File: src/rtl/core/sdobdc_ram.sv
module sdobdc_ram #(
  parameter int WIDTH = 8,
  parameter int DEPTH = 256
) (
  input  logic                     clk,
  input  logic                     we,
  input  logic [$clog2(DEPTH)-1:0] waddr,
  input  logic [WIDTH-1:0]         wdata,
  input  logic                     re,
  input  logic [$clog2(DEPTH)-1:0] raddr,
  output logic [WIDTH-1:0]         rdata
);

  logic [WIDTH-1:0] mem [DEPTH];

  always_ff @(posedge clk) begin
    if (we) begin
      mem[waddr] <= wdata;
    end
    if (re) begin
      rdata <= mem[raddr];
    end
  end

endmodule

File: config.mk
export PLATFORM = sky130hd
export DESIGN_NAME = sdobdc_ram
export DESIGN_NICKNAME = d
export VERILOG_FILES = /design/src/rtl/core/sdobdc_ram.sv
export SDC_FILE = /design/constraint.sdc
export NUM_CORES = 2
export LEC_CHECK = 0
export BUFFER_PORTS_ARGS = -buffer_cell sky130_fd_sc_hd__clkbuf_2
export CORE_ASPECT_RATIO = 0.5
export CORE_MARGIN = 2
export CORE_UTILIZATION = 50
export CTS_CLUSTER_SIZE = 25
export DETAILED_ROUTE_END_ITERATION = 10
export GPL_TIMING_DRIVEN = 0
export PLACE_DENSITY_LB_ADDON = 0.15
export SLEW_MARGIN = 10
export SYNTH_ARGS = -nofsm -noshare
export SYNTH_HDL_FRONTEND = slang
export SYNTH_SLANG_ARGS = --single-unit
File: constraint.sdc
create_clock -name clk -period 3.6 [get_ports clk]
set_clock_uncertainty 0.2 [all_clocks]
set_input_delay 0.54 -clock clk [delete_from_list [all_inputs] [get_ports clk]]
set_output_delay 0.54 -clock clk [all_outputs]
set_load 0.05 [all_outputs]
==> flow_summary.yaml <==
job:
  cap_violations: 0
cts:
  cts_buffers: 177
  path_clk_slew_ns: 0.07
  cts_tree: "done"
  root_buffer: "clkbuf_16"
  clk_latency_ns: 0.82
  htreeDepth: 4
  cts_sinks: 2056
  cts_max_path_buffers: 3
timing:
  final-setup-viol-count: 6
  tightestPinTransition_ns: 1.41
  tns_ns: -0.435
  slew_viol_final: 0
  whs_ns: 0.0559
  post-route-min-period_ns: 3.72
  finalHoldViolCount: 0
  max_slew_margin_pct: 5.88
  finalWorstSetupSlack_ns: -0.116
  min_period_over_period_pct: 103
  fmax_ghz: 0.269
place:
  port-buffer-count: 27
  gp_congestion: 0.944
  place_hpwl_mm: 165
  placed_area_mm2: 0.0831
  dp.cells: 5886
  pre_cts_ws_ns: -2.21
die:
  fp.dieH_um: 286
  die_area_mm2: 0.163
  rows: 103
  core_mm2: 0.158
  fp.dieW_um: 568
  ios: 35
  initial_core_util_pct: 50.4
layout:
  design_area_mm2: 0.0892
  finalNetCount: 3996
  drive_above_1_share_pct: 23.7
  area_growth_pct: 12.0
  fin_cells: 6217
grt:
  grt_max_degree: 143
  grt-ovfl-total: 0
  grt_antenna_before_repair: 13
  grt_usage_pct: 30.1
  grt_pass1_wl_mm: 329
  grt_pass1_vias: 39988
logic_synthesis:
  ys_top_cells_by_area: "edfxtp_1 (78%), mux4_2 (13%), mux2i_1 (1.7%)"
  synth.distinct_cells: 54
  synth_top_cell_by_area: "edfxtp_1"
  netlist_instances: 3733
  ys.flop_type: "edfxtp_1"
  syn_avg_cell_area_um2: 21.3
  yosys_warnings: 0
  yosysMostFrequentCell: "edfxtp_1"
  async_reset_ff_share_pct: 0
  syn_area_mm2: 0.0796
  synth-edff-count: 2056
  seq_area_frac_synth_pct: 77.5
  synth_top_area_share_pct: 77.5
  syn_nets: 3760
  synth-seq-cells: 2056
  synth_commonest_cells: "edfxtp_1 (2056), mux4_2 (454), nor2_1 (282)"
power:
  power_per_cell_area_mw_per_mm2: 542
  vdd_drop_max_mv: 0.457
  power_leakage_uw: 0.0274
worst_setup_path:
  start_kind: "input pin"
  reg2reg_depth: 6
  rr_startpoint: "mem[83][5]$_DFFE_PP_"
  critPathKind: "input pin to flop"
  path_cells: "clkbuf_2 -> buf_4 -> buf_4 -> nor2_2 -> clkbuf_2 -> a22oi_1 -> a31oi_1 -> nor4_4 -> nor4_2"
  cp-end-kind: "flop"
  r2r_slack_ns: 0.28
  timing.rr.end: "rdata[5]$_DFFE_PP_"
  required_ns: 3.95
  slowest_delay_ns: 0.69
  slowest_stage: "a31oi_1"
  path_max_fanout: 10
  worstPathArrival_ns: 4.06
drt:
  drc: 0
  wirelength_mm: 244
  via_per_inst: 6.68
  drt-pass1-iter-count: 8
  ant_nets: 0
  vias: 41550
  wl_per_cell_um: 39.2
  drtIter0Drc: 7108
run_status:
  violations: "setup timing"
  outcome: "complete, but fails checks"
min_path:
  min_from: "wdata[1]"
  hold_class: "input pin to flop"
  whs_path_depth: 1
  min_to: "mem[131][1]$_DFFE_PP_"
[flip-flops by register name, indices dropped and copies added, names as in the netlist]
name and count:
rdata 8, mem 2048
[where the power goes]
group / switching (uW) / total, uW / internal, uW
sequential: 16.0 / 26400 / 26400
clock: 8740 / 19000 / 10200
combinational: 2070 / 2970 / 900
[logic make-up after synthesis]
kind of cell	count (synthesis)	synth area share, %
simple gates	466	2.63
buf+inv	235	1.83
mux	591	14.6
compound gates	385	3.42
flops	2056	77.5
[cell type report]
class	count	area, um2
Tap cell	2100	2630
Clock inverter	106	936
Buffer	232	1610
Clock buffer	219	4670
Antenna cell	2	5.00
Sequential cell	2056	61700
Fill cell	11742	68800
Timing Repair Buffer	58	831
Multi-Input combinational cell	1442	16700
Inverter	2	7.51
[worst max-delay path by stage]
stage | depth (start not counted) | start | endpoint
4_1_cts | 8 | raddr[5] | rdata[6]$_DFFE_PP_
5_1_grt | 7 | raddr[5] | rdata[4]$_DFFE_PP_
6_report | 9 | raddr[2] | rdata[3]$_DFFE_PP_
3_5_place_dp | 9 | raddr[2] | rdata[5]$_DFFE_PP_
2_1_floorplan | 9 | raddr[0] | rdata[2]$_DFFE_PP_
3_3_place_gp | 9 | raddr[1] | rdata[1]$_DFFE_PP_
[layout by cell type (no fill, tap or decap), types with 9 or more instances in the layout]
cell type | synthesis | final
buf_12 | 8 | 13
nor2b_1 | 31 | 31
o221ai_1 | 46 | 46
clkinv_1 | 1 | 43
clkinv_2 | 0 | 35
clkbuf_16 | 0 | 181
nand4_1 | 10 | 10
nand3_1 | 34 | 33
nor4_2 | 3 | 15
mux4_2 | 454 | 454
buf_2 | 31 | 30
buf_16 | 0 | 16
a21oi_1 | 96 | 95
clkbuf_1 | 111 | 92
a211oi_1 | 16 | 14
a22oi_1 | 133 | 131
nor2_1 | 282 | 276
bufinv_16 | 0 | 14
clkbuf_2 | 0 | 73
o21ai_0 | 10 | 10
buf_4 | 27 | 40
o211ai_1 | 10 | 10
edfxtp_1 | 2056 | 2056
nand2_1 | 33 | 33
o22ai_1 | 28 | 28
a221oi_1 | 13 | 9
buf_8 | 13 | 13
buf_6 | 21 | 21
mux2i_1 | 134 | 134
nor3_1 | 22 | 22
[critical path: cells and delay by family]
| kind | cells | cell delay [ns] |
|---|---|---|
| buffers and inverters | 4 | 1.31 |
| AND/OR/NAND/NOR | 3 | 1.27 |
| AO/OA/AOI/OAI | 2 | 0.87 |
[routing by layer]
layer,wire length (um),global-route usage (%),share of wire [%]
met5,63,0,0.026
met4,7670,9.23,3.1
met3,35300,11.6,14
met1,94900,42.9,39
met2,106000,43.3,43
[metrics by stage]
stage / util, % / total power, uW
after floorplan: - / 28200
after global placement: 52.2 / 29800
after detailed placement: 52.6 / 29800
after CTS: 56.4 / 48300
after global routing: 56.4 / 49400
final: 56.4 / 48400
[repair_timing]
action / 4_1_cts / 5_1_grt
hold buffers: 3 / 0
buffers inserted: 2 / 0
gates resized for setup: 79 / 34
pin swaps: 1 / 1
hold endpoints to repair: 30 / 0
setup endpoints to repair: 8 / 21
gates cloned: 0 / 0
No activity file was read; power rests on OpenSTA's default activity.
