### src/rtl/core/sdobdc_pkg.sv
package sdobdc_pkg;

  // Default sizes of the image store and of one SDO block.
  localparam int IMAGE_BYTES_DEF = 65536;
  localparam int BLOCK_BYTES_DEF = 256;
  localparam int Q_DEPTH = 4;

  // Field widths fixed by the interface.
  localparam int POS_W = 17;
  localparam int N_W = 10;
  localparam int SEQ_W = 7;

  // Input operations.
  localparam logic [1:0] OP_LOAD  = 2'd0;
  localparam logic [1:0] OP_START = 2'd1;
  localparam logic [1:0] OP_RX    = 2'd2;
  localparam logic [1:0] OP_TICK  = 2'd3;

  // Result events.
  localparam logic [1:0] EV_FRAME    = 2'd0;
  localparam logic [1:0] EV_COMPLETE = 2'd1;
  localparam logic [1:0] EV_TIMEOUT  = 2'd2;
  localparam logic [1:0] EV_FAILED   = 2'd3;

  // Configuration register indexes.
  localparam logic [1:0] REG_NODE_ID      = 2'd0;
  localparam logic [1:0] REG_IMAGE_LENGTH = 2'd1;
  localparam logic [1:0] REG_TIMEOUT      = 2'd2;

  localparam logic [15:0] TIMEOUT_RESET = 16'd1000;

  // Protocol constants.
  localparam logic [10:0] ID_HEARTBEAT = 11'h700;
  localparam logic [10:0] ID_SDO_RX    = 11'h580;
  localparam logic [10:0] ID_SDO_TX    = 11'h600;
  localparam logic [7:0]  CMD_ACK_INIT = 8'hA4;
  localparam logic [7:0]  CMD_ACK_END  = 8'hA1;
  localparam logic [7:0]  CMD_ABORT    = 8'h80;
  localparam logic [7:0]  NMT_RESET    = 8'h81;
  localparam logic [7:0]  END_CMD      = 8'hC1;
  localparam logic [63:0] INIT_DATA    = 64'h0000_0000_011F_5062;
  localparam logic [15:0] CRC_POLY     = 16'h1021;

  // Job kinds handed from the front to the back.
  localparam logic JOB_FRAME = 1'b0;
  localparam logic JOB_BLOCK = 1'b1;

  typedef struct packed {
    logic             kind;
    logic             last;
    logic [10:0]      id;
    logic [3:0]       len;
    logic [63:0]      data;
    logic [1:0]       ev;
    logic [POS_W-1:0] start;
    logic [N_W-1:0]   n;
  } job_t;

  function automatic job_t mk_frame(logic [10:0] id, logic [3:0] len, logic [63:0] data,
                                    logic [1:0] ev);
    job_t j;
    j = '0;
    j.kind = JOB_FRAME;
    j.id = id;
    j.len = len;
    j.data = data;
    j.ev = ev;
    return j;
  endfunction

  function automatic job_t mk_block(logic [POS_W-1:0] start, logic [N_W-1:0] n);
    job_t j;
    j = '0;
    j.kind = JOB_BLOCK;
    j.start = start;
    j.n = n;
    return j;
  endfunction

  // CRC-16/XMODEM update with one byte.
  function automatic logic [15:0] crc_byte(logic [15:0] c_in, logic [7:0] b);
    logic [15:0] c;
    c = c_in ^ {b, 8'h00};
    for (int i = 0; i < 8; i++) begin
      c = c[15] ? ({c[14:0], 1'b0} ^ CRC_POLY) : {c[14:0], 1'b0};
    end
    return c;
  endfunction

endpackage

### src/rtl/core/sdobdc_back.sv
module sdobdc_back
  import sdobdc_pkg::*;
#(
  parameter int AW = $clog2(IMAGE_BYTES_DEF)
) (
  input  logic          clk,
  input  logic          rst,
  input  logic          q_empty,
  input  job_t          q_job,
  output logic          pop,
  output logic          busy,
  output logic          ram_re,
  output logic [AW-1:0] ram_raddr,
  input  logic [7:0]    ram_rdata,
  output logic          m_tvalid,
  input  logic          m_tready,
  output logic [79:0]   m_tdata,
  output logic [1:0]    m_tuser,
  output logic          m_tlast
);

  localparam logic [2:0] B_IDLE = 3'd0;
  localparam logic [2:0] B_RD   = 3'd1;
  localparam logic [2:0] B_DAT  = 3'd2;
  localparam logic [2:0] B_SEG  = 3'd3;
  localparam logic [2:0] B_END  = 3'd4;
  localparam logic [2:0] B_FRM  = 3'd5;

  logic [2:0]       bst;
  job_t             job;
  logic [N_W-1:0]   idx;
  logic [2:0]       k;
  logic [SEQ_W-1:0] seq;
  logic [55:0]      seg;
  logic [15:0]      crc;
  logic [2:0]       unused;

  logic [10:0]      o_id;
  logic [3:0]       o_len;
  logic [63:0]      o_data;

  logic             out_free, seg_done, blk_done;
  logic [N_W-1:0]   idx_inc;
  logic [POS_W:0]   rd_pos;

  assign m_tdata = {1'b0, o_data, o_len, o_id};
  assign out_free = !m_tvalid || m_tready;
  assign busy = (bst != B_IDLE);
  assign pop = (bst == B_IDLE) && !q_empty;

  // Segment closes on its seventh byte or on the block's last byte.
  assign idx_inc = idx + 1'b1;
  assign blk_done = (idx_inc == job.n);
  assign seg_done = (k == 3'd6) || blk_done;

  // Next byte is read while the current one is folded in.
  assign ram_re = (bst == B_RD) || (bst == B_DAT && !seg_done);
  assign rd_pos = {1'b0, job.start} + (POS_W+1)'(idx) +
                  (POS_W+1)'(bst == B_DAT);
  assign ram_raddr = AW'(rd_pos);

  always_ff @(posedge clk) begin
    if (rst) begin
      bst <= B_IDLE;
      m_tvalid <= 1'b0;
    end else begin
      if (m_tready) begin
        m_tvalid <= 1'b0;
      end
      case (bst)
        B_IDLE: begin
          if (pop) begin
            if (q_job.kind == JOB_FRAME) begin
              bst <= B_FRM;
            end else if (q_job.n == '0) begin
              bst <= B_END;
            end else begin
              bst <= B_RD;
            end
          end
        end
        B_RD: bst <= B_DAT;
        B_DAT: begin
          if (seg_done) begin
            bst <= B_SEG;
          end
        end
        B_SEG: begin
          if (out_free) begin
            m_tvalid <= 1'b1;
            bst <= (idx == job.n) ? B_END : B_RD;
          end
        end
        B_END, B_FRM: begin
          if (out_free) begin
            m_tvalid <= 1'b1;
            bst <= B_IDLE;
          end
        end
        default: bst <= B_IDLE;
      endcase
    end
  end

  // Block walk and output payload.
  always_ff @(posedge clk) begin
    case (bst)
      B_IDLE: begin
        if (pop) begin
          job <= q_job;
          idx <= '0;
          k <= '0;
          seq <= '0;
          seg <= '0;
          crc <= '0;
          unused <= '0;
        end
      end
      B_DAT: begin
        seg[{k, 3'b000} +: 8] <= ram_rdata;
        crc <= crc_byte(crc, ram_rdata);
        idx <= idx_inc;
        k <= k + 1'b1;
      end
      B_SEG: begin
        if (out_free) begin
          o_id <= job.id;
          o_len <= 4'd8;
          o_data <= {seg, (idx == job.n), seq};
          m_tuser <= EV_FRAME;
          m_tlast <= 1'b0;
          seq <= seq + 1'b1;
          unused <= (k == 3'd7) ? 3'd0 : 3'd7 - k;
          k <= '0;
          seg <= '0;
        end
      end
      B_END: begin
        if (out_free) begin
          o_id <= job.id;
          o_len <= 4'd8;
          o_data <= {40'b0, crc, END_CMD | {3'b0, unused, 2'b00}};
          m_tuser <= EV_FRAME;
          m_tlast <= job.last;
        end
      end
      B_FRM: begin
        if (out_free) begin
          o_id <= job.id;
          o_len <= job.len;
          o_data <= job.data;
          m_tuser <= job.ev;
          m_tlast <= job.last;
        end
      end
      default: begin
      end
    endcase
  end

endmodule

### config.mk
export PLATFORM = sky130hd
export DESIGN_NAME = sdobdc_back
export DESIGN_NICKNAME = d
export VERILOG_FILES = /design/src/rtl/core/sdobdc_pkg.sv /design/src/rtl/core/sdobdc_back.sv
export SDC_FILE = /design/constraint.sdc
export NUM_CORES = 1
export LEC_CHECK = 0
export ABC_AREA = 1
export ABC_CLOCK_PERIOD_IN_PS = 10700
export BUFFER_PORTS_ARGS = -buffer_cell sky130_fd_sc_hd__buf_2
export CELL_PAD_IN_SITES_DETAIL_PLACEMENT = 1
export CELL_PAD_IN_SITES_GLOBAL_PLACEMENT = 2
export CORE_ASPECT_RATIO = 1.4
export CORE_MARGIN = 2
export CORE_UTILIZATION = 37
export CTS_CLUSTER_DIAMETER = 40
export DETAILED_ROUTE_END_ITERATION = 10
export PLACE_DENSITY_LB_ADDON = 0.05
export SYNTH_ARGS = -nofsm -noshare
export SYNTH_HDL_FRONTEND = slang
export SYNTH_SLANG_ARGS = --single-unit
### constraint.sdc
create_clock -name clk -period 10.7 [get_ports clk]
set_input_delay 2.14 -clock clk [delete_from_list [all_inputs] [get_ports clk]]
set_output_delay 2.14 -clock clk [all_outputs]
set_load 0.02 [all_outputs]
==> results.tsv <==
stage	metric	value	unit
clock_tree	H-tree Lvls	2	
clock_tree	post-CTS setup buffers	0	
clock_tree	clk slew on worst S/H paths	50	ps
yosys	Mapped Cells	1008	
yosys	mapped cell area	0.0123	sq mm
critical_path	CP Max Fanout	63	
power_and_ir_drop	switching share of total power	0.378	
critical_path	CP Depth	15	
yosys	EDFF count, synth	285	
yosys	top-count cell post-synth	edfxtp_1	
critical_path	crit start category	register	
timing	Clock Skews	13.0	ps
timing	Slew Viols, Final	0	
critical_path	cell family with most CP delay	buffers and inverters	
timing	Final Hold Violating Endpoints	0	
timing	Final setup viols	0	
critical_path	Worst EP arrival	4080	ps
final_layout	Final #Nets	1387	
yosys	fraction of registers with async set/reset	0	
clock_tree	clk_lat worst skew	530	ps
critical_path	worst path cell trace	nor2_1 > inv_1 > nor2_4 > buf_4 > inv_2 > fa_1 > inv_1 > nand3_1 > nand2_1 > a21boi_0 > o21ai_0 > nand3_1 > nand2_1 > xor2_1 > buf_2	
floorplan	top-level port count	225	
yosys	top cell type's share of synthesized area	0.696	
detailed_routing	Routed WL	32.7	mm
floorplan	DIE WIDTH	158	um
yosys	post-synthesis cell type count	40	
place	number of port buffers	222	
detailed_routing	DRT iter0 DRCs	355	
global_route	vias in the first global route	8843	
power_and_ir_drop	Flop pwr share	0.418	
detailed_routing	# DRC	0	
place	Cells after DPL	1650	
final_layout	register area	0.00864	sq mm
power_and_ir_drop	VDD IR-drop max	0.000175	V
critical_path	reg-to-reg startpoint	bst[0]	
yosys	Mapped Nets	1148	
global_route	initial antenna violation count	0	
floorplan	die area	0.0347	sq mm
detailed_routing	number of routed nets with antenna violations	0	
critical_path	CP Capture Type	output port	
global_route	total global-route track usage	0.192	
global_route	grt total ovfl	0	
run	Max Cap Violations	0	
place	Post-DP HPWL	22.3	mm
critical_path	CP Data Required Time	8560	ps
power_and_ir_drop	PnR Total Power	0.00502	W
yosys	yosys warns	0	
yosys	Avg Cell Area, Syn	12.2	sq um
critical_path	R2R cell count	5	
timing	relative slew slack	0.274	
timing	RSZ-0062 raised after global routing	false	
timing	WHS	415	ps
yosys	top post-synthesis cells by count	edfxtp_1 (285), nor2_1 (146), nand2_1 (138)	
clock_tree	Longest Clk Path Bufs	3	
global_route	first-pass GRT wire length	50.4	mm
floorplan	CORE AREA	0.0330	sq mm
critical_path	RR Endpoint	o_data[0]	
hold_path	Hold Path Class	register to register	
detailed_routing	routed vias	8371	
clock_tree	Inserted Clock Buffers	40	
clock_tree	Hold-fix buffers, CTS	0	
floorplan	Die Y-Extent	220	um
power_and_ir_drop	Leak	5.95	nW
timing	Tcrit/Tclk final	0.581	
critical_path	reg2reg setup slack	7360	ps
yosys	Main synth FF type	edfxtp_1	
global_route	pin count of the biggest net entering global routing	64	
run_status	status	complete, no violations	
power_and_ir_drop	pwr dens	331	mW/mm^2
critical_path	CP peak stage delay	510	ps
final_layout	area delta synth->final	23.3	%
floorplan	std cell rows	79	
final_layout	layout cells sized above 1	0.245	
clock_tree	clk sinks	289	
hold_path	Worst Hold Path EP	o_id[0]	
clock_tree	post_cts resized	0	
detailed_routing	DR pass1 iterations	4	
power_and_ir_drop	switching power	0.00189	W
clock_tree	CTS root buf	clkbuf_16	
floorplan	Starting Density	0.373	
yosys	top post-synthesis cells by area	edfxtp_1 (70%), nor2_1 (4.5%), nand2_1 (4.2%)	
place	routability congestion estimate	0.788	
detailed_routing	routed vias/inst	4.87	
timing	TNS Setup	0	ps
critical_path	Bufs and invs on worst path	5	
final_layout	ant diodes	0	
yosys	area leader, netlist	edfxtp_1	
yosys	sequential share of the synthesized area	0.702	
timing	Worst Tran Pin Value	1090	ps
timing	achievable clock frequency	161	MHz
clock_tree	CTS tree	done	
yosys	Seq cells post-synth	289	
timing	Tmin final	6220	ps
detailed_routing	DR WL/cell	19.0	um
critical_path	Slowest-stage cell, CP	buf_4	
final_layout	area of the multi-input gates	0.00323	sq mm
critical_path	critical path type	register to output port	
power_and_ir_drop	Clock power frac	0.248	
hold_path	Worst Hold Launch	job[97]	
power_and_ir_drop	Power Internal	0.00312	W
power_and_ir_drop	combinational fraction of design power	0.333	
hold_path	Hold Crit Depth	0	
final_layout	Finished Layout Cells	1720	
final_layout	number of fill cells in the layout	3592	
## power groups by stage
stage / sequential [W] / combinational [W] / clock, W
floorplan: 0.00225 / 0.000974 / 0
global placement: 0.00211 / 0.00169 / 0
detailed placement: 0.00213 / 0.00171 / 0
CTS: 0.00211 / 0.00172 / 0.00128
global route: 0.00215 / 0.00187 / 0.00132
finish: 0.00210 / 0.00167 / 0.00125
## flip-flops by register name (all words and copies together), names as in the netlist
signal,flops
bst,3
o_id,11
o_data,64
m_tvalid,1
seg,56
m_tuser,2
o_len,4
unused,3
job,108
k,3
seq,7
idx,10
m_tlast,1
crc,16
## cells by family after synthesis
kind of cell	Yosys count	synth area share
XOR/XNOR	42	0.0299
flip-flops	289	0.702
AO/OA/AOI/OAI	190	0.0924
buffers and inverters	120	0.0383
other	1	0.000305
AND/OR/NAND/NOR	348	0.117
adder cells (fa/ha/maj)	18	0.0195
## per-stage QoR
step	setup WS (ps)	cell area, sq um	utilization
2_1_floorplan	1680	12300	-
3_3_place_gp	4940	13900	0.422
3_5_place_dp	4970	13900	0.422
4_1_cts	4390	15200	0.459
5_1_grt	3950	15200	0.459
6_report	4480	15200	0.459
## worst max path at each step
stage	from	end	slack [ps]
after floorplan	q_empty	pop	1680
final	bst[2]	ram_raddr[9]	4480
after global placement	bst[2]	ram_raddr[9]	4940
after global routing	bst[2]	ram_raddr[9]	3950
after CTS	bst[2]	ram_raddr[9]	4390
after detailed placement	bst[2]	ram_raddr[9]	4970
## worst reg2reg max path: cells and delay by family (launching register included)
kind / cells / cell delay [ps]
AOI/OAI and AO/OA: 1 / 810
DFF: 1 / 380
and+or+nand+nor: 1 / 550
buffers and inverters: 3 / 1190
## routing by layer
metal | wire length [um] | GRT usage | vias up
met5 | 0 | 0 | -
met4 | 757 | 0.0556 | 0
met3 | 1640 | 0.0344 | 48
met2 | 17500 | 0.356 | 211
met1 | 12800 | 0.225 | 4077
li1 | - | - | 4035
## cell type report
class | count | area share
timing repair buffer | 231 | 0.0777
tap | 445 | 0.0367
clock inverter | 24 | 0.0131
inverter | 86 | 0.0213
multi-input combinational | 599 | 0.213
clock buffer | 46 | 0.0689
sequential | 289 | 0.570
## cells in the final DEF, fill, tap and decap left out, types with 3 or more instances in the layout
| master | count |
|---|---|
| clkinv_4 | 4 |
| inv_1 | 83 |
| clkbuf_16 | 41 |
| clkinv_1 | 6 |
| nand2_1 | 138 |
| nand2_2 | 3 |
| nor3_2 | 5 |
| o21ai_0 | 82 |
| ha_1 | 16 |
| nor3_1 | 9 |
| clkinvlp_4 | 4 |
| o211ai_1 | 11 |
| inv_6 | 3 |
| a21oi_1 | 49 |
| dfxtp_1 | 4 |
| buf_2 | 222 |
| xor2_1 | 21 |
| a22o_1 | 32 |
| nand3_1 | 32 |
| clkbuf_1 | 5 |
| edfxtp_1 | 285 |
| xnor2_1 | 21 |
| buf_4 | 9 |
| a211oi_1 | 6 |
| clkinv_2 | 5 |
| nor2_1 | 145 |
| inv_2 | 3 |
| nor2_4 | 4 |
Note: power is estimated with default switching activity, not from simulation.
