`config.mk`:
```
export PLATFORM = sky130hd
export DESIGN_NAME = sdobdc_queue
export DESIGN_NICKNAME = d
export VERILOG_FILES = /design/src/rtl/core/sdobdc_pkg.sv /design/src/rtl/core/sdobdc_queue.sv
export SDC_FILE = /design/constraint.sdc
export NUM_CORES = 1
export LEC_CHECK = 0
export BUFFER_PORTS_ARGS = -buffer_cell sky130_fd_sc_hd__buf_2
export CAP_MARGIN = 20
export CORE_ASPECT_RATIO = 1.2
export CORE_MARGIN = 2
export CORE_UTILIZATION = 35
export DETAILED_ROUTE_END_ITERATION = 7
export PLACE_DENSITY = 0.57
export SETUP_SLACK_MARGIN = 0.5
export SLEW_MARGIN = 5
export SYNTH_ARGS = -nofsm -noshare
export SYNTH_HDL_FRONTEND = slang
export SYNTH_SLANG_ARGS = --single-unit
```
`constraint.sdc`:
```
create_clock -name clk -period 7.7 [get_ports clk]
set_input_delay 0.385 -clock clk [delete_from_list [all_inputs] [get_ports clk]]
set_output_delay 0.385 -clock clk [all_outputs]
set_load 0.05 [all_outputs]
```
`src/rtl/core/sdobdc_pkg.sv`:
```
package sdobdc_pkg;

  // Default sizes of the image store and of one SDO block.
  localparam int IMAGE_BYTES_DEF = 65536;
  localparam int BLOCK_BYTES_DEF = 256;
  localparam int Q_DEPTH = 4;

  // Field widths fixed by the interface.
  localparam int POS_W = 17;
  localparam int N_W = 10;
  localparam int SEQ_W = 7;

  // Input operations.
  localparam logic [1:0] OP_LOAD  = 2'd0;
  localparam logic [1:0] OP_START = 2'd1;
  localparam logic [1:0] OP_RX    = 2'd2;
  localparam logic [1:0] OP_TICK  = 2'd3;

  // Result events.
  localparam logic [1:0] EV_FRAME    = 2'd0;
  localparam logic [1:0] EV_COMPLETE = 2'd1;
  localparam logic [1:0] EV_TIMEOUT  = 2'd2;
  localparam logic [1:0] EV_FAILED   = 2'd3;

  // Configuration register indexes.
  localparam logic [1:0] REG_NODE_ID      = 2'd0;
  localparam logic [1:0] REG_IMAGE_LENGTH = 2'd1;
  localparam logic [1:0] REG_TIMEOUT      = 2'd2;

  localparam logic [15:0] TIMEOUT_RESET = 16'd1000;

  // Protocol constants.
  localparam logic [10:0] ID_HEARTBEAT = 11'h700;
  localparam logic [10:0] ID_SDO_RX    = 11'h580;
  localparam logic [10:0] ID_SDO_TX    = 11'h600;
  localparam logic [7:0]  CMD_ACK_INIT = 8'hA4;
  localparam logic [7:0]  CMD_ACK_END  = 8'hA1;
  localparam logic [7:0]  CMD_ABORT    = 8'h80;
  localparam logic [7:0]  NMT_RESET    = 8'h81;
  localparam logic [7:0]  END_CMD      = 8'hC1;
  localparam logic [63:0] INIT_DATA    = 64'h0000_0000_011F_5062;
  localparam logic [15:0] CRC_POLY     = 16'h1021;

  // Job kinds handed from the front to the back.
  localparam logic JOB_FRAME = 1'b0;
  localparam logic JOB_BLOCK = 1'b1;

  typedef struct packed {
    logic             kind;
    logic             last;
    logic [10:0]      id;
    logic [3:0]       len;
    logic [63:0]      data;
    logic [1:0]       ev;
    logic [POS_W-1:0] start;
    logic [N_W-1:0]   n;
  } job_t;

  function automatic job_t mk_frame(logic [10:0] id, logic [3:0] len, logic [63:0] data,
                                    logic [1:0] ev);
    job_t j;
    j = '0;
    j.kind = JOB_FRAME;
    j.id = id;
    j.len = len;
    j.data = data;
    j.ev = ev;
    return j;
  endfunction

  function automatic job_t mk_block(logic [POS_W-1:0] start, logic [N_W-1:0] n);
    job_t j;
    j = '0;
    j.kind = JOB_BLOCK;
    j.start = start;
    j.n = n;
    return j;
  endfunction

  // CRC-16/XMODEM update with one byte.
  function automatic logic [15:0] crc_byte(logic [15:0] c_in, logic [7:0] b);
    logic [15:0] c;
    c = c_in ^ {b, 8'h00};
    for (int i = 0; i < 8; i++) begin
      c = c[15] ? ({c[14:0], 1'b0} ^ CRC_POLY) : {c[14:0], 1'b0};
    end
    return c;
  endfunction

endpackage

```
`src/rtl/core/sdobdc_queue.sv`:
```
module sdobdc_queue
  import sdobdc_pkg::*;
#(
  parameter int DEPTH = Q_DEPTH
) (
  input  logic clk,
  input  logic rst,
  input  logic push,
  input  job_t push_job,
  input  logic pop,
  output job_t pop_job,
  output logic empty,
  output logic full
);

  localparam int PW = $clog2(DEPTH);

  job_t           slots [DEPTH];
  logic [PW-1:0]  wptr;
  logic [PW-1:0]  rptr;
  logic [PW:0]    count;

  assign empty = (count == '0);
  assign full = (count == (PW+1)'(DEPTH));
  assign pop_job = slots[rptr];

  // Entries are stored in arrival order; pointers wrap at the depth.
  always_ff @(posedge clk) begin
    if (rst) begin
      wptr <= '0;
      rptr <= '0;
      count <= '0;
    end else begin
      if (push) begin
        wptr <= (wptr == PW'(DEPTH - 1)) ? '0 : wptr + 1'b1;
      end
      if (pop) begin
        rptr <= (rptr == PW'(DEPTH - 1)) ? '0 : rptr + 1'b1;
      end
      if (push && !pop) begin
        count <= count + 1'b1;
      end else if (pop && !push) begin
        count <= count - 1'b1;
      end
    end
  end

  always_ff @(posedge clk) begin
    if (push) begin
      slots[wptr] <= push_job;
    end
  end

endmodule

```
==> results.md, run 1 <==
- Routed len/inst: 21.07 um
- Fraction of registers with async set/reset: 0%
- IO Pins: approximately 230
- Avg Cell Area, Syn: 26.40 um2
- Tcrit/Tclk final: a little under half
- RSZ-0062 raised after global routing: no
- Top delay family on crit path: buffers and inverters
- Die Area: 48,370 um2
- Pwr Density: 283.9 nW/um2
- Post-route DRC violation count: 0
- Worst path required time: 7320 ps
- Root Driver: clkbuf_16
- Slew margin rel.: around 34%
- Clock Skew: 7.211 ps
- Post-Syn Area: 16,320 um2
- CP Depth: 3
- Hold Path Class: input pin to flip-flop
- Sink Count: approximately 450
- Tot GR Track Use: between 10% and 20%
- LEAKAGE: 0.006457 uW
- Setup WS pre-CTS: 4557 ps
- Number of CTS-inserted buffers: 45
- Core Area: 45,950 um2
- First-pass GRT wire length: 48.57 mm
- CP Cell Sequence: buf_4 > mux4_2 > buf_2
- Status: complete, no violations
- Post-DP Area: ~18,000 um2
- Nature of the critical path startpoint: flip-flop
- MaxCap Viol Count: 0
- H-tree Lvls: 2
- Worst slew pin tran: 997.4 ps
- Synthesized instance count: 618
- Nets: 998
- Worst EP arrival: 3200 ps
- Post-Place Cells: about 1,400
- Via count: 7,220
- Worst path bufs/invs: 2
- Final hold violation count: 0
- Final Worst Setup Slack: 4120 ps
- CP max stage delay: 920 ps
- CTS max path bufs: 3
- Initial antenna violation count: 5
- Slowest cell on crit path: dfxtp_4
- Rows: 86
- Worst reg2reg path depth: 4
- DR vias/cell: 4.728
- Setup TNS: 0 ps
- Worst skew pair latency: 550 ps
- DRT iter0 DRCs: 321
- Worst Path Max Fanout: 42
- Net count after synthesis: ~740
- Fillers: approximately 4,000
- Total gr overflow: 0
- Hold_buf cts: 0
- Final GP Congestion: 0.6817
- Crit Path Class: flip-flop to output port
- Largest net degree at the start of global routing: 64
- Hold Crit Depth: 1
- Antenna Nets Post-Route: 0
- Min Tclk post-route: 3581 ps
- I/O Buffers: ~230
- FF+latch count, synth: between 400 and 500
- Area Growth Syn to Fin: 19.51%
- Yosys cell types: 18
- Final non-filler cell area: 19,500 um2
- DRT Wirelength: 32.17 mm
- VDD IR max: 200.5 uV
- FMAX: 0.2793 GHz
- Final slew viol count: 0
- Die Y: 240.5 um
- Vias in the first global route: 7,923
- Final setup vio count: 0
- Crit end category: output port
- Reg clk slew, reported paths: approximately 60 ps
- Detailed Place HPWL: 18.89 mm
- Yosys warnings: 0
- Sequential share of the synthesized area: 82.08%
- Synth Flop Type: edfxtp_1
- TritonRoute pass-1 iters: 4
- Number of synthesized flops with an enable pin: 440
- Die W: just over 200 um
- Cell Count, Final, Fillers Out: about 1,500
- Fraction of layout cells with a size suffix above 1: around 45%
- Initial Util: 35.51%
- CTS tree: done
- Setup Fix Bufs, Post-CTS: 0
- Post_cts resized: 0
[registers in the layout, indices dropped and copies added, names as in the netlist, named ones only]
| register | flops |
|---|---|
| slots | 440 |
| count | 3 |
| rptr | 2 |
| wptr | 2 |
[per-stage QoR]
stage                     total power (uW)  util [%]  hold slack [ps]
after global routing                  5740     42.43            12.80
after global placement                3576     39.44            482.3
after floorplan                       3394         -            454.1
final                                 5536     42.44            44.87
after CTS                             5625     42.36           0.5188
after detailed placement              3584     39.44            490.2
[synthesized netlist by cell type (2+ instances only)]
library cell / count / area share [%]
buf_6: 11 / 0.76
buf_2: 11 / 0.34
clkbuf_1: 2 / 0.046
mux2i_1: 4 / 0.25
nor3b_1: 2 / 0.092
dfxtp_1: 9 / 1.1
ha_1: 6 / 0.46
mux4_2: 110 / 15
xor2_1: 2 / 0.11
nor2_1: 7 / 0.16
a21oi_1: 2 / 0.061
inv_1: 4 / 0.092
edfxtp_1: 440 / 81
and2_1: 4 / 0.15
[worst reg2reg max path, delay by kind of cell (launching register included)]
family	cells	cell delay [ps]
DFF	1	390
buffers and inverters	2	1550
and+or+nand+nor	1	130
adders and majority gates	1	170
[cells in the final DEF (no fill, tap or decap), types with 2 or more instances in the layout]
| cell type | instances |
|---|---|
| buf_4 | 10 |
| a21oi_1 | 2 |
| clkinv_2 | 3 |
| nor2_1 | 7 |
| clkbuf_1 | 12 |
| xor2_1 | 2 |
| dfxtp_4 | 2 |
| mux2i_1 | 4 |
| dfxtp_1 | 7 |
| diode_2 | 4 |
| and2_4 | 4 |
| nor3b_1 | 2 |
| ha_1 | 6 |
| inv_1 | 4 |
| bufinv_16 | 3 |
| mux4_2 | 110 |
| edfxtp_1 | 440 |
| buf_2 | 225 |
| clkbuf_16 | 45 |
| clkinv_1 | 11 |
[logic make-up (layout without fill, tap and decap cells)]
family	Yosys count	in the layout	share of synthesized area (%)
flops	449	449	82.08
other cells	0	4	0
fa+ha+maj	7	7	0.5828
simple gates	15	15	0.4754
xor+xnor	2	2	0.1074
buf+inv	28	317	1.235
compound gates	3	3	0.09199
mux	114	114	15.43
[routing by layer]
metal	track usage (%)	share of wire, %
met1	16.78	41
met2	22.49	50
met3	3.958	6.3
met4	4.669	2.6
met5	0	0.084
[worst paths after layout]
check                   startpoint                      to  slack, ps
min reg2reg  count[2]$_SDFFE_PP0P_   count[2]$_SDFFE_PP0P_        500
max reg2reg   wptr[0]$_SDFFE_PP0P_  slots[1][71]$_DFFE_PP_       5010
min                   push_job[26]  slots[1][26]$_DFFE_PP_         40
max                      flip-flop            pop_job[108]       4120
[cell type report]
class / count / area [um2] / share of cell area, %
diodes: 4 / 10.01 / 0.05133
well taps: 616 / 770.7 / 3.953
clock buffers: 57 / 1171 / 6.006
flip-flops and latches: 449 / 13400 / 68.72
clock inverters: 20 / 171.4 / 0.8790
repair buffers: 236 / 1229 / 6.301
multi-input cells: 141 / 2733 / 14.01
inverters: 4 / 15.01 / 0.07700
[power breakdown]
| part | internal (uW) | switching (uW) |
|---|---|---|
| clock network | 1170 | 850 |
| logic | 196 | 474 |
| registers | 2800 | 43.1 |
(Power assumes the default switching activity.)
==> run 2, diff against run 1 <==
Clock period 7.7 ns to 3.6 ns, I/O delays scaled along.
==> run 2 against run 1 <==
Compared with the run above:
- hold slack improved by 320 ps
- first-iteration DRC count increased by 7.8%
- die area unchanged
- largest cell class unchanged
- critical path type unchanged
- clock power increased by 120%
==> results.md, run 2 (synthesis gave the netlist of run 1 again) <==
- CP Cell Sequence: buf_12 > mux4_2 > buf_2
- Initial antenna violation count: 4
- Final slew viol count: 0
- Worst slew pin tran: roughly 730 ps
- DR vias/cell: 4.684
- FMAX: between 0.3 and 0.4 GHz
- Antenna Nets Post-Route: 0
- First-pass GRT wire length: approximately 50 mm
- Worst skew pair latency: 570 ps
- Post-route DRC violation count: 0
- Die Y: 240.5 um
- Core Area: about 46,000 um2
- Initial Util: 35.51%
- Hold_ws: 365.4 ps
- Worst EP arrival: 2430 ps
- Crit end category: output port
- Most flop-heavy register: slots
- Total gr overflow: 0
- Via count: 7,724
- Area Growth Syn to Fin: 27.38%
- Crit Path Class: flip-flop to output port
- Worst path required time: approximately 3400 ps
- Die W: 201.1 um
- Sink Count: 449
- Worst reg2reg path depth: 3
- I/O Buffers: 225
- Root Driver: clkbuf_16
- Top delay family on crit path: flip-flops
- DRT Wirelength: 33.53 mm
- RSZ-0062 raised after global routing: no
- Fraction of layout cells with a size suffix above 1: about two fifths
- CP max stage delay: 730 ps
- VDD IR max: 316.7 uV
- LEAKAGE: 0.007007 uW
- Number of CTS-inserted buffers: 45
- Worst path bufs/invs: 2
- Final hold violation count: 0
- Detailed Place HPWL: ~20 mm
- Hold Crit Depth: 2
- Biggest regs: slots: 440 flops, count: 3 flops
- Nature of the critical path startpoint: flip-flop
- Slew margin rel.: 51.58%
- Clock Skew: 16.65 ps
- Die Area: ~48,000 um2
- Rows: 86
- Largest net degree at the start of global routing: slightly above 60
- Min Tclk post-route: approximately 2600 ps
- Routed len/inst: 20.33 um
- Max reg flops: 440
- Reg2reg end: slots[3][2]$_DFFE_PP_
- Tot GR Track Use: 13.87%
- Hold_sp: push_job[63]
- Final GP Congestion: roughly 0.71
- CTS max path bufs: 3
- TritonRoute pass-1 iters: 4
- Status: complete, no violations
- Nets: between 1,000 and 1,500
- Reg2Reg Setup Slack: 1570 ps
- Pwr Density: a little under 600 nW/um2
- Hold Path Class: input pin to flip-flop
- CTS tree: done
- Slowest cell on crit path: dfxtp_4
- Post_cts resized: 0
- Final setup vio count: 0
- Most frequent cells in the layout: edfxtp_1, buf_2, dlygate4sd3_1, mux4_2, clkbuf_16
- Reg clk slew, reported paths: 60 ps
- IO Pins: 226
- Hold Path End: slots[2][63]$_DFFE_PP_
- Setup TNS: 0 ps
- DRT iter0 DRCs: 346
- Worst Path Max Fanout: 61
- Most common cell after layout, fill and taps aside: edfxtp_1
- Fillers: 3,954
- Reg2reg start: wptr[0]$_SDFFE_PP0P_
- Tcrit/Tclk final: 72.38%
- H-tree Lvls: 2
- MaxCap Viol Count: 0
- Vias in the first global route: about 8,400
[run 2: cell count changes in the layout (fill, tap and decap cells not counted), sizes merged, moves of 2 or more]
cell and delta:
clkbuf +5, diode -2, dlygate4sd3 +113, buf +5
[run 2: metrics by stage]
step | cells | cell area, um2 | util (%) | total power (uW) | setup WS [ps]
CTS | 1647 | 20780 | 45.23 | 12290 | 886.3
finish | 1649 | 20780 | 45.24 | 12090 | 994.5
floorplan | 618 | 16320 | - | 7246 | 1250
detailed placement | 1451 | 18250 | 39.73 | 7688 | 1503
global route | 1648 | 20780 | 45.23 | 12560 | 833.5
global placement | 1451 | 18250 | 39.73 | 7677 | 1504
[run 2: area by class of cell]
cell class,instances,area (um2),area share (%)
antenna,2,5.005,0.02408
clock buffer,62,1232,5.929
clock inverter,21,163.9,0.7886
inverter,4,15.01,0.07224
multi-input combinational,141,2733,13.15
sequential,449,13400,64.47
tap,616,770.7,3.708
timing repair buffer,354,2465,11.86
[run 2: worst register-to-register path: cells and delay by family, from the launching register on]
kind	cells	cell delay, ps
buffers and inverters	1	520
adders and majority gates	1	190
and+or+nand+nor	1	560
DFF	1	390
[run 2: timing repair]
item	CTS	global route
buffers inserted	0	0
hold buffers	113	0
endpoints found under the hold margin	449	0
[run 2: report_power, final]
group / internal (uW) / total [uW] / switching, uW
clock: 2550 / 4450 / 1900
sequential: 5990 / 6070 / 75.4
combinational: 517 / 1580 / 1060
[run 2: how the worst max path moves through the flow]
stage	from	endpoint	slack, ps	cells past startpoint
6_report	flip-flop	pop_job[25]	990	3
5_1_grt	flip-flop	pop_job[43]	830	3
4_1_cts	flip-flop	pop_job[43]	890	3
3_5_place_dp	flip-flop	pop_job[43]	1500	3
3_3_place_gp	flip-flop	pop_job[31]	1500	3
2_1_floorplan	wptr[0]$_SDFFE_PP0P_	slots[3][0]$_DFFE_PP_	1250	2
[run 2: layer usage]
layer / wire, um / GRT usage, %
met3: 1770 / 3.199
met2: 16890 / 23.76
met5: 27 / 0
met4: 798 / 5.208
met1: 14040 / 17.28
