### config.mk
export PLATFORM = sky130hd
export DESIGN_NAME = sdobdc_front
export DESIGN_NICKNAME = d
export VERILOG_FILES = /design/src/rtl/core/sdobdc_pkg.sv /design/src/rtl/core/sdobdc_front.sv
export SDC_FILE = /design/constraint.sdc
export NUM_CORES = 1
export LEC_CHECK = 0
export BUFFER_PORTS_ARGS = -buffer_cell sky130_fd_sc_hd__buf_4
export CAP_MARGIN = 20
export CORE_MARGIN = 1
export CORE_UTILIZATION = 56
export DETAILED_ROUTE_END_ITERATION = 10
export PLACE_DENSITY_LB_ADDON = 0.25
export SLEW_MARGIN = 20
export SYNTH_ARGS = -nofsm -noshare
export SYNTH_HDL_FRONTEND = slang
export SYNTH_SLANG_ARGS = --single-unit
### constraint.sdc
create_clock -name clk -period 8.3 [get_ports clk]
set_input_delay 1.66 -clock clk [delete_from_list [all_inputs] [get_ports clk]]
set_output_delay 1.66 -clock clk [all_outputs]
set_load 0.03 [all_outputs]
### src/rtl/core/sdobdc_pkg.sv
package sdobdc_pkg;

  // Default sizes of the image store and of one SDO block.
  localparam int IMAGE_BYTES_DEF = 65536;
  localparam int BLOCK_BYTES_DEF = 256;
  localparam int Q_DEPTH = 4;

  // Field widths fixed by the interface.
  localparam int POS_W = 17;
  localparam int N_W = 10;
  localparam int SEQ_W = 7;

  // Input operations.
  localparam logic [1:0] OP_LOAD  = 2'd0;
  localparam logic [1:0] OP_START = 2'd1;
  localparam logic [1:0] OP_RX    = 2'd2;
  localparam logic [1:0] OP_TICK  = 2'd3;

  // Result events.
  localparam logic [1:0] EV_FRAME    = 2'd0;
  localparam logic [1:0] EV_COMPLETE = 2'd1;
  localparam logic [1:0] EV_TIMEOUT  = 2'd2;
  localparam logic [1:0] EV_FAILED   = 2'd3;

  // Configuration register indexes.
  localparam logic [1:0] REG_NODE_ID      = 2'd0;
  localparam logic [1:0] REG_IMAGE_LENGTH = 2'd1;
  localparam logic [1:0] REG_TIMEOUT      = 2'd2;

  localparam logic [15:0] TIMEOUT_RESET = 16'd1000;

  // Protocol constants.
  localparam logic [10:0] ID_HEARTBEAT = 11'h700;
  localparam logic [10:0] ID_SDO_RX    = 11'h580;
  localparam logic [10:0] ID_SDO_TX    = 11'h600;
  localparam logic [7:0]  CMD_ACK_INIT = 8'hA4;
  localparam logic [7:0]  CMD_ACK_END  = 8'hA1;
  localparam logic [7:0]  CMD_ABORT    = 8'h80;
  localparam logic [7:0]  NMT_RESET    = 8'h81;
  localparam logic [7:0]  END_CMD      = 8'hC1;
  localparam logic [63:0] INIT_DATA    = 64'h0000_0000_011F_5062;
  localparam logic [15:0] CRC_POLY     = 16'h1021;

  // Job kinds handed from the front to the back.
  localparam logic JOB_FRAME = 1'b0;
  localparam logic JOB_BLOCK = 1'b1;

  typedef struct packed {
    logic             kind;
    logic             last;
    logic [10:0]      id;
    logic [3:0]       len;
    logic [63:0]      data;
    logic [1:0]       ev;
    logic [POS_W-1:0] start;
    logic [N_W-1:0]   n;
  } job_t;

  function automatic job_t mk_frame(logic [10:0] id, logic [3:0] len, logic [63:0] data,
                                    logic [1:0] ev);
    job_t j;
    j = '0;
    j.kind = JOB_FRAME;
    j.id = id;
    j.len = len;
    j.data = data;
    j.ev = ev;
    return j;
  endfunction

  function automatic job_t mk_block(logic [POS_W-1:0] start, logic [N_W-1:0] n);
    job_t j;
    j = '0;
    j.kind = JOB_BLOCK;
    j.start = start;
    j.n = n;
    return j;
  endfunction

  // CRC-16/XMODEM update with one byte.
  function automatic logic [15:0] crc_byte(logic [15:0] c_in, logic [7:0] b);
    logic [15:0] c;
    c = c_in ^ {b, 8'h00};
    for (int i = 0; i < 8; i++) begin
      c = c[15] ? ({c[14:0], 1'b0} ^ CRC_POLY) : {c[14:0], 1'b0};
    end
    return c;
  endfunction

endpackage

### src/rtl/core/sdobdc_front.sv
module sdobdc_front
  import sdobdc_pkg::*;
#(
  parameter int IMAGE_BYTES = IMAGE_BYTES_DEF,
  parameter int BLOCK_BYTES = BLOCK_BYTES_DEF,
  parameter int AW = $clog2(IMAGE_BYTES)
) (
  input  logic          clk,
  input  logic          rst,
  input  logic          s_tvalid,
  output logic          s_tready,
  input  logic [47:0]   s_tdata,
  input  logic          cfg_we,
  input  logic [1:0]    cfg_index,
  input  logic [16:0]   cfg_data,
  input  logic          back_busy,
  input  logic          q_empty,
  input  logic          q_full,
  output logic          push,
  output job_t          push_job,
  output logic          ram_we,
  output logic [AW-1:0] ram_waddr,
  output logic [7:0]    ram_wdata
);

  localparam logic [2:0] PH_IDLE     = 3'd0;
  localparam logic [2:0] PH_WAIT     = 3'd1;
  localparam logic [2:0] PH_INIT     = 3'd2;
  localparam logic [2:0] PH_DOWNLOAD = 3'd3;
  localparam logic [2:0] PH_END      = 3'd4;

  // Configuration registers.
  logic [6:0]       node_id;
  logic [16:0]      image_length;
  logic [15:0]      timeout_ticks;

  // Transfer state.
  logic [2:0]       phase, phase_next;
  logic [POS_W-1:0] byte_position, byte_position_next;
  logic [POS_W-1:0] block_start, block_start_next;
  logic [15:0]      ticks_left, ticks_left_next;
  logic             echo_pending, echo_pending_next;

  // Jobs produced by the item, pushed one per cycle while the job queue is not full.
  job_t             job0, job1, job_a, job_b;
  logic [1:0]       pend, nj;

  logic [1:0]       op;
  logic [15:0]      load_address;
  logic [7:0]       load_byte;
  logic [10:0]      rx_id;
  logic [7:0]       rx_command;
  logic             accept;
  logic [10:0]      id_hb, id_sr, id_st;
  logic [63:0]      nmt_data;
  logic [POS_W-1:0] eff_len, rem;
  logic [N_W-1:0]   blk_n;
  job_t             j_list [2];

  assign op = s_tdata[1:0];
  assign load_address = s_tdata[17:2];
  assign load_byte = s_tdata[25:18];
  assign rx_id = s_tdata[36:26];
  assign rx_command = s_tdata[44:37];

  // Loads wait until all earlier store reads are finished.
  assign s_tready = (pend == 2'd0) &&
                    !(op == OP_LOAD && (back_busy || !q_empty));
  assign accept = s_tvalid && s_tready;

  assign ram_we = accept && op == OP_LOAD && phase == PH_IDLE &&
                  (32'(load_address) < 32'(IMAGE_BYTES));
  assign ram_waddr = AW'(load_address);
  assign ram_wdata = load_byte;

  assign push = (pend != 2'd0) && !q_full;
  assign push_job = job0;

  assign id_hb = ID_HEARTBEAT + {4'b0, node_id};
  assign id_sr = ID_SDO_RX + {4'b0, node_id};
  assign id_st = ID_SDO_TX + {4'b0, node_id};
  assign nmt_data = {48'b0, 1'b0, node_id, NMT_RESET};
  assign eff_len = ({15'b0, image_length} > 32'(IMAGE_BYTES)) ? POS_W'(IMAGE_BYTES)
                                                              : image_length;

  // Next state and jobs of the accepted item.
  always_comb begin
    phase_next = phase;
    byte_position_next = byte_position;
    block_start_next = block_start;
    ticks_left_next = ticks_left;
    echo_pending_next = echo_pending;
    nj = 2'd0;
    j_list[0] = '0;
    j_list[1] = '0;
    rem = '0;
    blk_n = '0;
    case (op)
      OP_LOAD: begin
      end
      OP_START: begin
        ticks_left_next = timeout_ticks;
        byte_position_next = '0;
        block_start_next = '0;
        echo_pending_next = 1'b0;
        phase_next = PH_WAIT;
        j_list[0] = mk_frame(11'd0, 4'd2, nmt_data, EV_FRAME);
        nj = 2'd1;
      end
      OP_RX: begin
        if (phase != PH_IDLE) begin
          if (rx_id == id_hb || rx_id == id_sr) begin
            ticks_left_next = timeout_ticks;
          end
          if (rx_id == id_hb && rx_command == 8'h00) begin
            byte_position_next = '0;
            block_start_next = '0;
            phase_next = PH_INIT;
          end
          if (phase_next == PH_INIT) begin
            j_list[0] = mk_frame(id_st, 4'd8, INIT_DATA, EV_FRAME);
            nj = 2'd1;
            echo_pending_next = 1'b1;
            phase_next = PH_DOWNLOAD;
          end else if (phase_next == PH_DOWNLOAD) begin
            if (rx_id == id_sr && rx_command == CMD_ACK_INIT) begin
              rem = (byte_position_next < eff_len) ? eff_len - byte_position_next : '0;
              blk_n = (32'(rem) > 32'(BLOCK_BYTES)) ? N_W'(BLOCK_BYTES) : N_W'(rem);
              block_start_next = byte_position_next;
              j_list[0] = mk_block(byte_position_next, blk_n);
              // The back sends the block's frames to this identifier.
              j_list[0].id = id_st;
              nj = 2'd1;
              byte_position_next = byte_position_next + POS_W'(blk_n);
              echo_pending_next = 1'b1;
              phase_next = PH_END;
            end
          end else if (phase_next == PH_END) begin
            if (echo_pending) begin
              echo_pending_next = 1'b0;
            end else if (rx_id == id_sr && rx_command == CMD_ABORT) begin
              phase_next = PH_INIT;
              byte_position_next = block_start_next;
              if (block_start_next == '0) begin
                phase_next = PH_IDLE;
                j_list[0] = mk_frame(11'd0, 4'd0, 64'd0, EV_FAILED);
                nj = 2'd1;
              end
            end else if (rx_id == id_sr && rx_command == CMD_ACK_END) begin
              phase_next = PH_INIT;
            end
          end
        end
      end
      default: begin
        if (phase != PH_IDLE) begin
          if (ticks_left != 16'd0) begin
            ticks_left_next = ticks_left - 1'b1;
          end else begin
            ticks_left_next = timeout_ticks;
            byte_position_next = '0;
            block_start_next = '0;
            echo_pending_next = 1'b0;
            phase_next = PH_WAIT;
            j_list[0] = mk_frame(11'd0, 4'd2, nmt_data, EV_TIMEOUT);
            nj = 2'd1;
          end
          if (phase_next == PH_INIT) begin
            j_list[nj[0]] = mk_frame(id_st, 4'd8, INIT_DATA, EV_FRAME);
            nj = nj + 1'b1;
            echo_pending_next = 1'b1;
            phase_next = PH_DOWNLOAD;
          end else if (phase_next == PH_END && echo_pending_next) begin
            echo_pending_next = 1'b0;
          end
          if (byte_position_next == eff_len) begin
            j_list[nj[0]] = mk_frame(11'd0, 4'd2, nmt_data, EV_COMPLETE);
            nj = nj + 1'b1;
            phase_next = PH_IDLE;
          end
        end
      end
    endcase
    job_a = j_list[0];
    job_b = j_list[1];
    if (nj == 2'd1) begin
      job_a.last = 1'b1;
    end
    if (nj == 2'd2) begin
      job_b.last = 1'b1;
    end
  end

  // Control state and configuration.
  always_ff @(posedge clk) begin
    if (rst) begin
      phase <= PH_IDLE;
      byte_position <= '0;
      block_start <= '0;
      ticks_left <= '0;
      echo_pending <= 1'b0;
      node_id <= '0;
      image_length <= '0;
      timeout_ticks <= TIMEOUT_RESET;
      pend <= 2'd0;
    end else begin
      if (cfg_we) begin
        case (cfg_index)
          REG_NODE_ID:      node_id <= cfg_data[6:0];
          REG_IMAGE_LENGTH: image_length <= cfg_data;
          REG_TIMEOUT:      timeout_ticks <= cfg_data[15:0];
          default: begin
          end
        endcase
      end
      if (accept) begin
        phase <= phase_next;
        byte_position <= byte_position_next;
        block_start <= block_start_next;
        ticks_left <= ticks_left_next;
        echo_pending <= echo_pending_next;
        pend <= nj;
      end else if (push) begin
        pend <= pend - 1'b1;
      end
    end
  end

  // Job holding registers; the second moves up after each push.
  always_ff @(posedge clk) begin
    if (accept) begin
      job0 <= job_a;
      job1 <= job_b;
    end else if (push) begin
      job0 <= job1;
    end
  end

endmodule

==> reports/results.ini, run 1 <==
[status]
status = finished clean

[pwr]
p_comb_share_pct = 23.2
switching_power_mw = 0.7245
p_seq_share_pct = 40.9
p_leak_nw = 4.606
p_per_area_nw_per_um2 = 194.5
ir_drop_mv = 0.1528
p_int_mw = 1.490
clockPowerShare_pct = 35.9
netSwitchingFraction_pct = 32.72

[floorplanning]
core_area_um2 = 17900
die_x_um = 137.1
die_h_um = 137.1
row_count = 49
ios = 211
dieArea_um2 = 18790
initial_core_util_pct = 57.06

[global_routing]
first_global_vias = 7985
grt_pass1_wl_um = 40820
grt_usage_pct = 28.05
grt_max_degree = 88
grt-ovfl-total = 0
antenna_found_initial = 0

[routing]
drt_iter0_drc = 919
routedWlPerCell_um = 16.91
drc = 0
via_per_inst = 5.891
drt_wl_total_um = 25820
firstDrtPassIters = 6
postRouteAntennaNets = 0
num_vias = 8996

[logic_synthesis]
synth_fa_ha_area_share_pct = 5.292
ys_types = 77
synth_cells = 1236
yosysSeqAreaShare_pct = 37.92
synth_area_um2 = 10210
syn_avg_cell_area_um2 = 8.264
synthFlopType = dfxtp_1
synth-xor-area-share_pct = 3.001
synth-edff-count = 65
yosysWarnings = 0
synth-seq-cells = 161
yosys.area_share.simple_pct = 23.40
async_flop_share_pct = 0
muxShareOfSynthArea_pct = 2.070
synth_compound_area_share_pct = 17.80
synth_top_family_by_area = simple AND/OR/NAND/NOR gates

[layout]
final_cell_mix = nand2_1 (174), buf_4 (122), nor2_1 (114)
final_core_util_pct = 63.59
drive_gt1_share_pct = 13.41
final_common_cell = nand2_1
fillers = 1523
nNetsFinal = 1401
finalNonFillerCells = 1527
syn2layout_area_growth_pct = 11.45
diodes = 0

[timing]
max_freq_ghz = 0.1315
min_period_ps = 7602
post-route-period-util_pct = 91.59
fin_skew_ps = 12.62
rsz0062_at_grt = no
drv_slew = 0
setup_viol = 0
hold_viol = 0
slew_headroom_pct = 37.10
setup_ws_ps = 698.1
fin_tns_setup_ps = 0
worst_slew_pin_slew_ps = 937.1

[placement]
post-place-ws_ps = 171.0
dp_hpwl_um = 18660
place_congestion = 0.9721
io_buffers = 109
dpl.cell_count = 1495

[clock_tree]
cts_hold_buf = 0
ctsLongestPathBuffers = 2
clkLatencyLatePin_ps = 450
cts_resized = 0
clkTransAtPathRegs_ps = 70
cts_sinks = 161
cts_tree = yes
h-tree-depth = 4
postCtsSetupBuffers = 0
root_buffer = clkbuf_16
cts-buffers-inserted = 17

[critical_path]
path_class = in -> reg
cp_slowest_cell = or3b_2
slowest_delay_ps = 480
cpLargestDelayFamily = compound AO/OA/AOI/OAI gates
crit_path_start_kind = primary input
end_kind = flip-flop
cp_max_fo = 30
arrival_ps = 7970
worst_path_most_repeated_cell = a21oi_1
path_buf_inv = 3
cp_data_required_time_ps = 8660

[hold_path]
hold_path.class = reg -> reg

[flow_run]
maxCapViolCount = 0

==> metrics by stage <==
step / power (mW) / hold WS [ps] / instance area [um^2]
after floorplan: 1.325 / 433.2 / 10430
after global placement: 1.419 / 442.4 / 10780
after detailed placement: 1.430 / 448.0 / 10780
after CTS: 2.213 / 457.0 / 11370
after global routing: 2.305 / 473.2 / 11380
final: 2.214 / 458.0 / 11380
==> synthesized netlist by cell type, types with 5 or more instances <==
cell	n	area share, %
o21ai_0	70	3.4
ha_1	40	4.9
nand2b_1	14	0.86
o211ai_1	6	0.44
and4_1	6	0.51
a22oi_1	28	2.1
clkbuf_1	57	2.1
buf_1	7	0.26
nand3b_1	7	0.51
nand3_1	27	1.3
o22ai_1	17	1.0
inv_1	46	1.7
nor2b_1	16	0.98
o2111ai_1	5	0.43
nor2_1	114	4.2
edfxtp_1	65	19
and2_1	27	1.7
nand4_1	13	0.80
nor4bb_1	5	0.49
or3_1	10	0.61
dfxtp_1	96	19
a21o_1	11	0.81
a21oi_1	84	4.1
a211oi_1	10	0.73
nor4_1	16	0.98
nor3_1	32	1.6
mux2i_1	20	2.0
nand2_1	174	6.4
xnor2_1	19	1.6
xor2_1	16	1.4
a31oi_1	15	0.92
buf_4	86	6.3
==> state kept, by name (all words and copies together), names as in the netlist <==
| register | count |
|---|---|
| phase | 3 |
| ticks_left | 16 |
| image_length | 17 |
| echo_pending | 1 |
| job1 | 17 |
| timeout_ticks | 16 |
| push_job | 48 |
| pend | 2 |
| block_start | 17 |
| node_id | 7 |
| byte_position | 17 |
==> layer usage <==
layer	part of all wire, %	vias up	GRT usage [%]
li1	-	4352	-
met1	44	4192	38.02
met2	46	377	44.22
met3	7.2	75	5.259
met4	2.7	0	10.56
met5	0	-	0
==> worst reg2reg max path, delay by kind of cell, from the launching register on <==
kind	cells	cell delay, ps
AOI/OAI and AO/OA	12	2380
adders and majority gates	4	1020
buffers and inverters	2	270
DFF	1	460
and+or+nand+nor	10	2380
xor gates and xnor gates	1	230
==> worst paths after layout <==
kind / cells past startpoint / endpoint / slack [ps] / from
setup reg to reg: 29 / byte_position[16] / 1510 / node_id[2]
hold reg to reg: 2 / timeout_ticks[0] / 460 / timeout_ticks[0]
setup / recovery: 30 / byte_position[16] / 700 / s_tdata[28]
hold / removal: 2 / timeout_ticks[0] / 460 / timeout_ticks[0]
==> final cells by class <==
cell class                      instances  area (um^2)  share of cell area (%)
Timing Repair Buffer                  123        935.9                   8.221
Clock inverter                         12        121.4                   1.066
Inverter                               48        180.2                   1.583
Sequential cell                       161         3874                   34.03
Tap cell                              229        286.5                   2.517
Clock buffer                           20        467.9                   4.110
Multi-Input combinational cell        934         5519                   48.48
==> cell families after synthesis <==
group / after synthesis
other: 1
adders and majority gates: 42
muxes: 21
AOI/OAI and AO/OA: 288
DFF: 161
and+or+nand+nor: 489
xor gates and xnor gates: 35
buffers and inverters: 199
==> power groups by stage <==
stage,registers (mW),logic (mW),clock network [mW]
floorplan,0.981,0.344,0
global placement,0.921,0.498,0
detailed placement,0.922,0.508,0
CTS,0.905,0.510,0.798
global route,0.911,0.558,0.836
finish,0.905,0.514,0.795
Note: power is estimated with default switching activity, not from simulation.
==> run 2, diff against run 1 <==
==> constraint.sdc (replaced) <==
create_clock -name clk -period 7.25 [get_ports clk]
set_input_delay 1.45 -clock clk [delete_from_list [all_inputs] [get_ports clk]]
set_output_delay 1.45 -clock clk [all_outputs]
set_load 0.03 [all_outputs]
==> reports/results.ini, run 2 (same netlist as run 1, synthesis figures left out) <==
[layout]
final_common_cell = nand2_1
final_cell_mix = nand2_1 (174), buf_4 (140), nor2_1 (112)
seq_area_um2 = 3874  ; unchanged
diodes = 0  ; unchanged
nNetsFinal = 1418  ; +1.2%
drive_gt1_share_pct = 14.98  ; +1.6 points
syn2layout_area_growth_pct = 12.65
final_core_util_pct = 64.28  ; +0.68 points
multiInputGateArea_um2 = 5544  ; +0.45%
largest_reg_flops = 48  ; unchanged
fillers = 1534  ; +0.72%

[timing]
worst_slew_pin_slew_ps = 946.5  ; +9.324 ps
setup_ws_ps = 394.5  ; -303.6 ps
fin_skew_ps = 16.37  ; +3.752 ps
post-route-period-util_pct = 94.56
min_period_ps = 6856
rsz0062_at_grt = no
slew_headroom_pct = 36.90  ; -0.20 points
max_freq_ghz = 0.1459
setup_viol = 0  ; unchanged
drv_slew = 0  ; unchanged
hold_viol = 0  ; unchanged

[clock_tree]
cts-buffers-inserted = 17  ; unchanged
cts_tree = yes
ctsLongestPathBuffers = 2  ; unchanged
cts_hold_buf = 0  ; unchanged
cts_sinks = 161  ; unchanged
h-tree-depth = 4  ; unchanged
root_buffer = clkbuf_16
clkLatencyLatePin_ps = 440  ; about the same
clkTransAtPathRegs_ps = 70  ; about the same

[floorplanning]
die_x_um = 137.1  ; unchanged
die_h_um = 137.1  ; unchanged
dieArea_um2 = 18790  ; unchanged
initial_core_util_pct = 57.06  ; unchanged
row_count = 49  ; unchanged
ios = 211  ; unchanged
core_area_um2 = 17900  ; unchanged

[critical_path]
worstSetupStartpoint = s_tdata[26]
reg2reg_slack_ps = 1070  ; -440 ps
r2r-start = node_id[6]
r2r_cells = 30  ; +3.4%
timing.rr.end = byte_position[16]
end_kind = flip-flop
worst_path_most_repeated_cell = buf_4
slowest_delay_ps = 480  ; about the same
worstSetupEndpoint = byte_position[16]
arrival_ps = 7210  ; -760 ps
path_class = in -> reg
cp_data_required_time_ps = 7610  ; -1050 ps
cp_max_fo = 11  ; -63%
crit_path_start_kind = primary input
cp_slowest_cell = or3b_2

[routing]
via_per_inst = 5.890  ; about the same
firstDrtPassIters = 6  ; unchanged
wl_met1_um = 11400  ; +0.28%
postRouteAntennaNets = 0  ; unchanged
drc = 0  ; unchanged
drt_iter0_drc = 987  ; +7.4%
routedWlPerCell_um = 16.76  ; -0.86%
wl_met2_um = 12140  ; +2.2%
top_layer = met4
num_vias = 9094  ; +1.1%
dr_wl_met3_um = 1745  ; -6.4%
drt_wl_total_um = 25880  ; +0.24%

[global_routing]
grt-ovfl-total = 0  ; unchanged
antenna_found_initial = 0  ; unchanged
grt_max_degree = 88  ; unchanged
grt_usage_pct = 28.51  ; +0.46 points
grt_pass1_wl_um = 41260  ; +1.1%
first_global_vias = 8169  ; +2.3%

[status]
status = finished clean

[hold_path]
hold_path.class = reg -> reg

[flow_run]
maxCapViolCount = 0  ; unchanged

[pwr]
p_per_area_nw_per_um2 = 218.7  ; +12%
ir_drop_mv = 0.1730  ; +13%
p_leak_nw = 4.660  ; +1.2%

[placement]
dp_hpwl_um = 18850  ; +0.99%
io_buffers = 109  ; unchanged
place_congestion = 0.9231  ; -5.0%
post-place-ws_ps = -86.51  ; -257.5 ps

[run 2: layout make-up]
class,count,area share [%]
multi-input cells,934,48.18
flip-flops and latches,161,33.66
repair buffers,140,9.133
clock buffers,21,4.186
well taps,229,2.490
inverters,48,1.566
clock inverters,11,0.7829
[run 2: worst min path at each step]
stage / start / to / slack (ps) / cells after the start
floorplan: timeout_ticks[10] / timeout_ticks[10] / 430 / 2
global placement: timeout_ticks[14] / timeout_ticks[14] / 440 / 2
detailed placement: timeout_ticks[11] / timeout_ticks[11] / 450 / 2
CTS: timeout_ticks[15] / timeout_ticks[15] / 460 / 2
global route: timeout_ticks[15] / timeout_ticks[15] / 480 / 2
finish: timeout_ticks[4] / timeout_ticks[4] / 460 / 2
[run 2: timing repair]
item | CTS | global route
setup endpoints to repair | 0 | 2
resized for setup | 0 | 5
setup buffers | 0 | 1
[run 2: report_power, final]
group / internal (mW) / switching (mW) / total [mW]
clock: 0.485 / 0.399 / 0.884
sequential: 1.01 / 0.0285 / 1.04
combinational: 0.195 / 0.402 / 0.596
[run 2: metrics by stage]
stage | TNS, ps | hold slack, ps | std cells | total power [mW] | area [um^2]
floorplan | 0 | 433.2 | 1294 | 1.519 | 10460
global placement | -15.75 | 442.6 | 1511 | 1.635 | 10910
detailed placement | -86.51 | 448.0 | 1511 | 1.646 | 10910
CTS | 0 | 458.7 | 1543 | 2.521 | 11490
global route | 0 | 477.8 | 1544 | 2.617 | 11510
finish | 0 | 456.4 | 1544 | 2.516 | 11510
[run 2: layer usage]
| layer | vias up | global-route usage (%) |
|---|---|---|
| met1 | 4273 | 38.61 |
| met2 | 376 | 45.68 |
| met4 | 0 | 10.93 |
| met5 | - | 0 |
| met3 | 51 | 4.333 |
| li1 | 4394 | - |
[run 2: worst max-delay path, delay by kind of cell]
family                   cells  cell delay, ps
adder cells (fa/ha/maj)      2             640
AND/OR/NAND/NOR             12            2270
AO/OA/AOI/OAI               10            1900
buffers and inverters        5             790
XOR/XNOR                     1             150
